## src/rtl/core/tlv_header_parser_core_defines.svh

```systemverilog
// ----------------------------------------------------------------------------
// TLV header parser assertion macros
// Concurrent assertion wrappers clocked on clk; empty when SYNTH is defined.
// ----------------------------------------------------------------------------
`ifndef TLV_HEADER_PARSER_CORE_DEFINES_SVH
`define TLV_HEADER_PARSER_CORE_DEFINES_SVH

`ifndef SYNTH
// check a property outside reset
`define TLV_ASSERT(lbl, prop, msg) \
  lbl: assert property (@(posedge clk) disable iff (rst) prop) else $error(msg);
// check a property at every edge, reset included
`define TLV_ASSERT_ALWAYS(lbl, prop, msg) \
  lbl: assert property (@(posedge clk) prop) else $error(msg);
`else
`define TLV_ASSERT(lbl, prop, msg)
`define TLV_ASSERT_ALWAYS(lbl, prop, msg)
`endif

`endif

```

## src/rtl/core/tlv_pkg.sv

```systemverilog
// ----------------------------------------------------------------------------
// TLV header parser package
// Shared types, status codes and constants for the BER-TLV header parser.
// ----------------------------------------------------------------------------
`default_nettype none

package tlv_pkg;

  // parser phase
  typedef enum logic [1:0] {
    PH_IDLE,
    PH_TAG2,
    PH_LEN1,
    PH_LENX
  } tlv_phase_t;

  // result status codes
  localparam logic [2:0] ST_OK      = 3'd0;
  localparam logic [2:0] ST_BAD_ARG = 3'd1;
  localparam logic [2:0] ST_BAD_TAG = 3'd2;
  localparam logic [2:0] ST_BAD_LEN = 3'd3;
  localparam logic [2:0] ST_TRUNC   = 3'd4;

  // encoding constants
  localparam logic [4:0] TAG_MULTI_BYTE = 5'h1F;
  localparam logic [6:0] LEN_MAX_EXTRA  = 7'd2;

  typedef struct packed {
    logic [7:0]  data_byte;
    logic        start_req;
    logic [15:0] buffer_len;
  } tlv_item_t;

  typedef struct packed {
    logic [2:0]  status;
    logic [15:0] tag_number;
    logic [1:0]  tag_length;
    logic [1:0]  length_length;
    logic [15:0] value_length;
    logic [2:0]  value_offset;
    logic [16:0] object_length;
    logic [1:0]  tag_class;
    logic        constructed;
  } tlv_result_t;

endpackage

`default_nettype wire

```

## src/rtl/core/tlv_header_parser_core.sv

```systemverilog
// A result is valid in the cycle after the byte that completes or fails the header.
// One byte per cycle unless stalled; the header state updates in a single registered pass.
// A result held in the output register stalls input only while it is not taken.
// Reset (rst, synchronous): parser returns to idle, output register empties.
// ----------------------------------------------------------------------------
// TLV header parser core
// Decodes BER-TLV tag and length fields from a byte stream, at most one result per buffer.
// ----------------------------------------------------------------------------
`default_nettype none

`include "tlv_header_parser_core_defines.svh"

module tlv_header_parser_core
  import tlv_pkg::*;
(
  input  wire logic        clk,
  input  wire logic        rst,
  input  wire logic        item_valid,
  output logic             item_ready,
  input  wire tlv_item_t   item,
  output logic             result_valid,
  input  wire logic        result_ready,
  output tlv_result_t      result
);

  tlv_phase_t  phase, phase_next;
  logic [7:0]  first_tag_byte, first_tag_byte_next;
  logic [15:0] tag_accum, tag_accum_next;
  logic [1:0]  length_bytes_left, length_bytes_left_next;
  logic [15:0] length_accum, length_accum_next;
  logic [2:0]  byte_position, byte_position_next;
  logic [15:0] saved_buffer_len, saved_buffer_len_next;
  logic [1:0]  len_field_size, len_field_size_next;

  logic        item_fire;
  logic        active;
  logic        done;
  logic        err;
  logic [2:0]  err_code;
  logic        emit;
  logic        overrun;
  logic [1:0]  tag_len;
  tlv_result_t result_next;

  // accept while the result register is free or being drained
  assign item_ready = !result_valid || result_ready;
  assign item_fire  = item_valid && item_ready;

  // next header state and result for the current byte
  always_comb begin
    phase_next             = phase;
    first_tag_byte_next    = first_tag_byte;
    tag_accum_next         = tag_accum;
    length_bytes_left_next = length_bytes_left;
    length_accum_next      = length_accum;
    byte_position_next     = byte_position;
    saved_buffer_len_next  = saved_buffer_len;
    len_field_size_next    = len_field_size;
    active                 = 1'b1;
    done                   = 1'b0;
    err                    = 1'b0;
    err_code               = ST_OK;

    if (item.start_req) begin
      saved_buffer_len_next  = item.buffer_len;
      byte_position_next     = 3'd0;
      length_accum_next      = 16'd0;
      length_bytes_left_next = 2'd0;
      len_field_size_next    = 2'd0;
      tag_accum_next         = 16'd0;
      first_tag_byte_next    = 8'd0;
      if (item.buffer_len == 16'd0) begin
        err      = 1'b1;
        err_code = ST_BAD_ARG;
      end else begin
        first_tag_byte_next = item.data_byte;
        byte_position_next  = 3'd1;
        if (item.data_byte[4:0] == TAG_MULTI_BYTE) begin
          phase_next = PH_TAG2;
        end else begin
          tag_accum_next = {8'd0, item.data_byte};
          phase_next     = PH_LEN1;
        end
      end
    end else begin
      unique case (phase)
        PH_IDLE: begin
          active = 1'b0;
        end
        PH_TAG2: begin
          byte_position_next = byte_position + 3'd1;
          if (item.data_byte[7]) begin
            err      = 1'b1;
            err_code = ST_BAD_TAG;
          end else begin
            tag_accum_next = {first_tag_byte, 1'b0, item.data_byte[6:0]};
            phase_next     = PH_LEN1;
          end
        end
        PH_LEN1: begin
          byte_position_next = byte_position + 3'd1;
          if (item.data_byte[7]) begin
            if (item.data_byte[6:0] > LEN_MAX_EXTRA) begin
              err      = 1'b1;
              err_code = ST_BAD_LEN;
            end else begin
              len_field_size_next = item.data_byte[1:0] + 2'd1;
              length_accum_next   = 16'd0;
              if (item.data_byte[1:0] == 2'd0) begin
                done = 1'b1;
              end else begin
                length_bytes_left_next = item.data_byte[1:0];
                phase_next             = PH_LENX;
              end
            end
          end else begin
            length_accum_next   = {9'd0, item.data_byte[6:0]};
            len_field_size_next = 2'd1;
            done                = 1'b1;
          end
        end
        PH_LENX: begin
          byte_position_next     = byte_position + 3'd1;
          length_accum_next      = {length_accum[7:0], item.data_byte};
          length_bytes_left_next = length_bytes_left - 2'd1;
          if (length_bytes_left_next == 2'd0) begin
            done = 1'b1;
          end
        end
        default: begin
          active = 1'b0;
        end
      endcase
    end

    // value must fit in the buffer after the header
    overrun = (length_accum_next != 16'd0) &&
              (({14'd0, byte_position_next} + {1'b0, length_accum_next}) >
               {1'b0, saved_buffer_len_next});
    tag_len = (first_tag_byte_next[4:0] == TAG_MULTI_BYTE) ? 2'd2 : 2'd1;

    priority if (err) begin
      // error code already chosen
    end else if (done) begin
      if (overrun) begin
        err      = 1'b1;
        err_code = ST_BAD_LEN;
      end
    end else if (active && ({13'd0, byte_position_next} >= saved_buffer_len_next)) begin
      err      = 1'b1;
      err_code = ST_TRUNC;
    end else begin
      // header still in progress, or idle: nothing to report
    end

    emit = err || done;
    if (emit) begin
      phase_next = PH_IDLE;
    end

    // assemble the result transaction
    result_next = '0;
    if (err) begin
      result_next.status = err_code;
    end else begin
      result_next.status        = ST_OK;
      result_next.tag_number    = tag_accum_next;
      result_next.tag_length    = tag_len;
      result_next.length_length = len_field_size_next;
      result_next.value_length  = length_accum_next;
      result_next.value_offset  = (length_accum_next != 16'd0) ? byte_position_next : 3'd0;
      result_next.object_length = {15'd0, tag_len} + {15'd0, len_field_size_next} +
                                  {1'b0, length_accum_next};
      result_next.tag_class     = first_tag_byte_next[7:6];
      result_next.constructed   = first_tag_byte_next[5];
    end
  end

  // header state registers
  always_ff @(posedge clk) begin
    if (rst) begin
      phase             <= PH_IDLE;
      first_tag_byte    <= 8'd0;
      tag_accum         <= 16'd0;
      length_bytes_left <= 2'd0;
      length_accum      <= 16'd0;
      byte_position     <= 3'd0;
      saved_buffer_len  <= 16'd0;
      len_field_size    <= 2'd0;
    end else if (item_fire) begin
      phase             <= phase_next;
      first_tag_byte    <= first_tag_byte_next;
      tag_accum         <= tag_accum_next;
      length_bytes_left <= length_bytes_left_next;
      length_accum      <= length_accum_next;
      byte_position     <= byte_position_next;
      saved_buffer_len  <= saved_buffer_len_next;
      len_field_size    <= len_field_size_next;
    end
  end

  // result register: load on emit, drop once taken
  always_ff @(posedge clk) begin
    if (rst) begin
      result_valid <= 1'b0;
    end else if (item_fire && emit) begin
      result_valid <= 1'b1;
    end else if (result_ready) begin
      result_valid <= 1'b0;
    end
  end

  always_ff @(posedge clk) begin
    if (item_fire && emit) begin
      result <= result_next;
    end
  end

  // checks
  `TLV_ASSERT(a_stall_blocks_input,
              (result_valid && !result_ready) |-> !item_ready,
              "input accepted while result stalled")
  `TLV_ASSERT(a_error_fields_zero,
              (result_valid && result.status != ST_OK) |->
                (result.tag_length == 2'd0 && result.object_length == 17'd0),
              "error result carries nonzero fields")
  `TLV_ASSERT(a_object_sum,
              (result_valid && result.status == ST_OK) |->
                (result.object_length == {15'd0, result.tag_length} +
                 {15'd0, result.length_length} + {1'b0, result.value_length}),
              "object length mismatch")
  `TLV_ASSERT(a_zero_len_start,
              (item_fire && item.start_req && item.buffer_len == 16'd0) |=>
                (result_valid && result.status == ST_BAD_ARG && phase == PH_IDLE),
              "zero buffer length not flagged")
  `TLV_ASSERT_ALWAYS(a_reset_empties, rst |=> !result_valid, "result valid after reset")

endmodule

`default_nettype wire

```

## config.mk

```make
export PLATFORM = sky130hd
export DESIGN_NAME = tlv_header_parser_core
export DESIGN_NICKNAME = d
export VERILOG_FILES = /design/src/rtl/core/tlv_pkg.sv /design/src/rtl/core/tlv_header_parser_core.sv
export VERILOG_INCLUDE_DIRS = /design/src /design/src/rtl/core
export SDC_FILE = /design/constraint.sdc
export NUM_CORES = 1
export LEC_CHECK = 0
export ABC_AREA = 1
export BUFFER_PORTS_ARGS = -buffer_cell sky130_fd_sc_hd__clkbuf_2
export CAP_MARGIN = 5
export CORE_MARGIN = 2
export CORE_UTILIZATION = 50
export CTS_BUF_LIST = sky130_fd_sc_hd__clkbuf_8
export CTS_CLUSTER_SIZE = 24
export DETAILED_ROUTE_END_ITERATION = 8
export GPL_ROUTABILITY_DRIVEN = 0
export GPL_TIMING_DRIVEN = 0
export PLACE_DENSITY = 0.82
export SLEW_MARGIN = 20
export SYNTH_ARGS = -nofsm -noshare
export SYNTH_HDL_FRONTEND = slang
export SYNTH_SLANG_ARGS = --single-unit
```

## constraint.sdc

```tcl
create_clock -name clk -period 8.8 [get_ports clk]
set_clock_uncertainty 0.05 [all_clocks]
set_input_delay 2.64 -clock clk [delete_from_list [all_inputs] [get_ports clk]]
set_output_delay 2.64 -clock clk [all_outputs]
set_load 0.01 [all_outputs]
```

==> impl_metrics.json, run 1 <==
{
  "yosysWarnings": 0,
  "die_w_um": 123,
  "max_stage_delay_ns": 0.47,
  "powerDensity_mw_per_mm2": 166,
  "clkTransAtPathRegs_ns": 0.08,
  "route.vias.total": 6417,
  "nets": 1040,
  "pre_cts_ws_ns": 0.549,
  "clock-sinks": 128,
  "ff2ff_path_depth": 33,
  "slew_headroom_pct": 57.0,
  "cts_tree": "built",
  "first_pass_iters": 6,
  "area_delta_synth_final_pct": 15.7,
  "yosys.area.top_type": "edfxtp_1",
  "outcome": "complete, no violations",
  "wl_per_cell_um": 15.8,
  "post_cts_resized": 0,
  "viasPerCell": 5.50,
  "design_area_mm2": 0.00815,
  "synth_seq_cells": 128,
  "initial_core_util_pct": 51.0,
  "hold_violations": 0,
  "grt_max_degree": 53,
  "fin_util_pct": 59.0,
  "min_period_ns": 7.87,
  "p_switching_mw": 0.386,
  "critPathCaptureType": "register",
  "synth_nets": 929,
  "rows": 43,
  "post-route-worst-setup-slack_ns": 0.927,
  "fin_setup_tns_ns": 0,
  "finalMaxSlewViolations": 0,
  "maxCapViolCount": 0,
  "pwr-share-clk_pct": 37.1,
  "synth_seq_area_share_pct": 45.2,
  "antenna_found_initial": 0,
  "grt_usage_pct": 25.8,
  "combPwrFrac_pct": 14.3,
  "fmax_mhz": 127,
  "min_path_cells": 2,
  "layout-drive-gt1-share_pct": 18.4,
  "synth_top_area_share_pct": 26.4,
  "antenna_cells": 0,
  "synth-edff-count": 62,
  "rsz0062_at_grt": "no",
  "dpl.cell_count": 1134,
  "ys_async_sr_fraction_pct": 0,
  "hold_slack_ns": 0.408,
  "grt_pass1_wl_um": 29500,
  "setup_viol": 0,
  "intPower_mw": 0.970,
  "portBuffers": 91,
  "syn_inst": 862,
  "clock-root-buffer": "clkbuf_8",
  "post-cts-setup-buffers": 0,
  "synth_area_mm2": 0.00705,
  "peakVddDrop_uv": 89.6,
  "worst_setup_path_start_kind": "input port",
  "p_leak_nw": 3.68,
  "min_path_type": "register to register",
  "period_share_pct": 89.5,
  "core-area_mm2": 0.0138,
  "routed_wl_um": 18500,
  "crit_type": "input port to register",
  "synthTopCellsByCount": "nand2_1, inv_1, o21ai_0, a21oi_1, nor2_1",
  "grt_pass1_vias": 5922,
  "cp_slowest_cell": "clkbuf_1",
  "arrival_ns": 7.96,
  "layoutNonFillerInstCount": 1166,
  "place.detailed.hpwl_um": 13700,
  "yosys.cell_count.top_type": "nand2_1",
  "synth_area_leaders": "edfxtp_1, dfxtp_1, nand2_1",
  "numCtsBuffers": 17,
  "drtIter0Drc": 724,
  "synth_flop_cell": "dfxtp_1",
  "placed_area_mm2": 0.00776,
  "p_sw_share_pct": 28.4,
  "io_pins": 93,
  "seqPwrFrac_pct": 48.6,
  "syn_avg_cell_area_um2": 8.18,
  "p_total_mw": 1.36,
  "tightest_slew_ns": 0.640,
  "grt_remaining_overflow": 0,
  "insertion_delay_ns": 0.46,
  "synth.distinct_cells": 46,
  "die_h_um": 123,
  "required_ns": 8.88,
  "htreeDepth": 4,
  "crit_top_cell": "nand2_1",
  "route.detailed.drc": 0,
  "ant_nets": 0,
  "fp.dieArea_mm2": 0.0151,
  "cts_hold_buf": 0,
  "critPathMaxFanout": 52,
  "cts_buffer_depth": 2
}
state kept, by name, summed over array words and instances (netlist names):
name,cells
byte_position,3
length_accum,16
result_valid,1
result,62
tag_accum,16
saved_buffer_len,16
phase,2
first_tag_byte,8
len_field_size,2
length_bytes_left,2
final cells by class:
| cell class | instances | area (µm²) |
|---|---|---|
| clock buffers | 18 | 248 |
| plain buffers | 38 | 198 |
| flip-flops and latches | 128 | 3180 |
| well taps | 180 | 225 |
| fillers | 1223 | 5670 |
| multi-input cells | 586 | 3260 |
| inverters | 110 | 415 |
| repair buffers | 92 | 483 |
| clock inverters | 14 | 141 |
final timing paths:
kind	start	end	slack, ns
worst max-delay path	item[16]	result[8]	0.93
worst min-delay path	saved_buffer_len[0]	saved_buffer_len[0]	0.41
worst max register to register	phase[0]	result[8]	3.13
worst min register to register	saved_buffer_len[0]	saved_buffer_len[0]	0.41
critical path: cells and delay by family:
kind	cells	cell delay, ns
AND/OR/NAND/NOR	14	1.63
XOR/XNOR	1	0.12
buffers and inverters	8	1.98
adder cells (fa/ha/maj)	3	0.90
AO/OA/AOI/OAI	5	0.61
power groups by stage:
stage	Sequential (mW)	Clock (mW)	Combinational, mW
6_report	0.659	0.502	0.195
5_1_grt	0.661	0.539	0.219
4_1_cts	0.659	0.508	0.191
3_5_place_dp	0.672	0	0.189
3_3_place_gp	0.671	0	0.183
2_1_floorplan	0.672	0	0.131
cells by family after synthesis:
logic type      Yosys count  share of synthesized area (%)
xor+xnor                 16                           1.99
mux                       5                          0.710
compound gates          222                           16.7
flops                   128                           45.2
simple gates            305                           19.6
fa+ha+maj                38                           7.17
buf+inv                 148                           8.66
layer usage:
| metal | global-route usage [%] | vias to the layer above | share of wire, % |
|---|---|---|---|
| met4 | 12.1 | 0 | 3.4 |
| li1 | - | 3106 | - |
| met5 | 0 | - | 0 |
| met2 | 38.8 | 336 | 44 |
| met3 | 6.55 | 61 | 9.5 |
| met1 | 34.7 | 2914 | 43 |
cell usage in the layout, fill, tap and decap left out, types with 2 or more instances in the layout:
cell / synthesis / routed
nor3_1: 8 / 8
nor2_2: 11 / 11
clkinv_4: 0 / 3
nand3_1: 22 / 22
bufinv_16: 0 / 2
nand2_2: 11 / 11
nand2_4: 2 / 2
nor2_1: 79 / 79
buf_6: 6 / 6
inv_1: 106 / 105
edfxtp_1: 62 / 62
nand2_1: 136 / 136
a21oi_1: 97 / 97
o21ai_0: 98 / 98
ha_1: 34 / 34
clkinvlp_4: 0 / 3
a211oi_1: 7 / 7
fa_1: 4 / 4
buf_1: 2 / 2
clkbuf_8: 0 / 18
dfxtp_1: 66 / 66
clkinv_1: 3 / 4
xor2_1: 12 / 12
or2_2: 10 / 10
nand4_1: 11 / 11
clkbuf_1: 24 / 24
mux2i_1: 5 / 5
nor4_1: 5 / 4
buf_2: 5 / 5
clkinv_2: 0 / 4
nor2_4: 3 / 3
o211ai_1: 10 / 10
clkbuf_2: 0 / 91
o21ai_2: 2 / 2
xnor2_1: 4 / 4
No activity file was read; power rests on OpenSTA's default activity.
==> run 2: changes to the inputs <==
ABC_AREA = 0   (was 1)
PLACE_DENSITY = 0.81   (was 0.82)
SLEW_MARGIN = default   (was 20)
==> impl_metrics.json, run 2 <==
{
  "grt_pass1_wl_um": 33700,
  "clkTransAtPathRegs_ns": 0.08,
  "cts_hold_buf": 0,
  "synth.distinct_cells": 71,
  "post-cts-setup-buffers": 0,
  "worst_setup_path_start_kind": "input port",
  "crit_type": "input port to register",
  "outcome": "complete, no violations",
  "final_common_cell": "nand2_1",
  "tightest_slew_ns": 1.13,
  "drtIter0Drc": 773,
  "yosysWarnings": 0,
  "finalMaxSlewViolations": 0,
  "insertion_delay_ns": 0.47,
  "critPathCaptureType": "register",
  "arrival_ns": 8.58,
  "clock-sinks": 128,
  "hold_violations": 0,
  "grt_max_degree": 50,
  "synth-edff-count": 62,
  "critPathMaxFanout": 10,
  "numCtsBuffers": 17,
  "first_pass_iters": 5,
  "peakVddDrop_uv": 96.8,
  "final_cell_mix": "nand2_1, clkbuf_2, nor2_1",
  "max_stage_delay_ns": 0.56,
  "cts_tree": "built",
  "initial_core_util_pct": 51.0,
  "grt_usage_pct": 27.2,
  "portBuffers": 89,
  "fin_util_pct": 58.0,
  "synth_seq_cells": 128,
  "synth_seq_area_share_pct": 42.9,
  "synth_flop_cell": "dfxtp_1",
  "synth_area_mm2": 0.00741,
  "layout-drive-gt1-share_pct": 18.2,
  "min_period_ns": 8.37,
  "synth-compound-area-share_pct": 17.8,
  "synth-xor-area-share_pct": 3.31,
  "routed_wl_um": 21300,
  "min_path_type": "register to register",
  "r2r_start": "phase[1]",
  "route.vias.total": 6792,
  "maxCapViolCount": 0,
  "core-area_mm2": 0.0145,
  "largest_reg_flops": 62,
  "ff2ff_path_depth": 27,
  "grt_pass1_vias": 6246,
  "nets": 963,
  "antenna_cells": 0,
  "syn_inst": 787,
  "synth_area_leaders": "edfxtp_1, dfxtp_1, ha_1",
  "fin_setup_tns_ns": 0,
  "area_delta_synth_final_pct": 13.6,
  "syn_avg_cell_area_um2": 9.42,
  "crit_top_cell": "inv_1",
  "holdPathEnd": "saved_buffer_len[0]",
  "synth_top_area_share_pct": 25.1,
  "fmax_mhz": 119,
  "clock-root-buffer": "clkbuf_8",
  "die_w_um": 126,
  "die_h_um": 126,
  "placed_area_mm2": 0.00811,
  "htreeDepth": 4,
  "ant_nets": 0,
  "regMostFlops": "result",
  "grt_remaining_overflow": 0,
  "rsz0062_at_grt": "no",
  "yosys.cell_count.top_type": "nand2_1",
  "post_cts_resized": 0,
  "powerDensity_mw_per_mm2": 147,
  "route.detailed.drc": 0,
  "required_ns": 9.00,
  "setup_viol": 0,
  "fp.dieArea_mm2": 0.0158,
  "min_from": "saved_buffer_len[0]",
  "period_share_pct": 95.2,
  "critPathBufInv": 8,
  "crit_chain": "clkbuf_1 -> clkbuf_1 -> buf_1 -> buf_1 -> nor2_1 -> nor2_1 -> inv_1 -> ha_1 -> inv_1 -> fa_1 -> inv_1 -> a21oi_1 -> a31oi_1 -> nand3_1 -> xor2_1 -> ha_1 -> nand3_1 -> o22ai_1 -> o21a_1 -> o31ai_1 -> a21oi_1 -> o211a_2 -> buf_2 -> nor3_1",
  "yosys.area.top_type": "edfxtp_1",
  "io_pins": 93,
  "wl_per_cell_um": 19.5,
  "synth.area.mux_share_pct": 2.58,
  "cts_buffer_depth": 2,
  "pre_cts_ws_ns": 0.219,
  "p_leak_nw": 3.23,
  "cp_top_family": "buffers and inverters",
  "synth_top_family_by_area": "simple AND/OR/NAND/NOR gates",
  "regToRegSetupSlack_ns": 2.30,
  "slew_headroom_pct": 23.5,
  "antenna_found_initial": 0,
  "cp_slowest_cell": "clkbuf_1",
  "synth-adder-area-share_pct": 6.82,
  "synth_simple_gate_area_share_pct": 21.7,
  "synthTopCellsByCount": "nand2_1, nor2_1, dfxtp_1, edfxtp_1, a21oi_1",
  "ys_async_sr_fraction_pct": 0,
  "rows": 44,
  "place.detailed.hpwl_um": 15900,
  "min_path_cells": 2,
  "design_area_mm2": 0.00842,
  "viasPerCell": 6.21,
  "worst_r2r_endpoint": "result[2]",
  "synth_nets": 854,
  "post-route-worst-setup-slack_ns": 0.426
}
run 2: cell types whose count changed after synthesis, moves of 10 or more:
cell / before / now
nor3_1: 8 / 36
clkbuf_1: 24 / 34
inv_1: 106 / 26
a211oi_1: 7 / 23
a22oi_1: 0 / 22
mux2i_1: 5 / 18
a21oi_1: 97 / 58
nor2_2: 11 / 0
nor4_1: 5 / 21
o21ai_0: 98 / 12
nand2_2: 11 / 0
nand2_1: 136 / 99
xnor2_1: 4 / 18
run 2: cell families (layout without fill, tap and decap cells):
group           Yosys count  count (layout)
mux                      19              19
xor+xnor                 28              28
compound gates          172             172
fa+ha+maj                38              38
simple gates            320             320
buf+inv                  82             204
flops                   128             128
run 2: worst max-delay path by stage:
stage | startpoint | endpoint | cells past startpoint
after floorplan | item[17] | result[39] | 29
after global placement | item[16] | result[39] | 24
after detailed placement | item[16] | result[2] | 24
after CTS | item[16] | result[2] | 24
after global routing | item[16] | result[2] | 24
final | item[16] | result[2] | 24
run 2: tightest hold or removal path: cells and delay by family, from the launching register on:
family | cells | cell delay, ns
flops | 1 | 0.31
simple gates | 1 | 0.05
compound gates | 1 | 0.05
run 2: per-layer routing:
layer  wire length [µm]  vias to the layer above  GRT usage [%]
li1                   -                     3119              -
met2               9420                      462           40.4
met1               8510                     3137           36.7
met5                  0                        -              0
met4                705                        0           11.8
met3               2690                       74           8.37
run 2: where the power goes:
part,internal [mW],switching (mW)
Sequential,0.640,0.0107
Clock,0.191,0.231
Combinational,0.0533,0.112
Total,0.884,0.354
run 2: area by class of cell:
class	instances	area, µm²
clock buffers	18	248
inverters	27	101
fillers	1265	6110
well taps	184	230
multi-input cells	577	3870
clock inverters	14	65.1
repair buffers	90	465
plain buffers	55	258
flip-flops and latches	128	3180
run 2: metrics by stage:
stage               total power [mW]  hold slack [ns]  cells
floorplan                      0.768            0.384    787
global placement               0.819            0.390   1060
detailed placement             0.823            0.398   1061
CTS                             1.23            0.408   1093
global route                    1.28            0.442   1093
finish                          1.24            0.409   1093
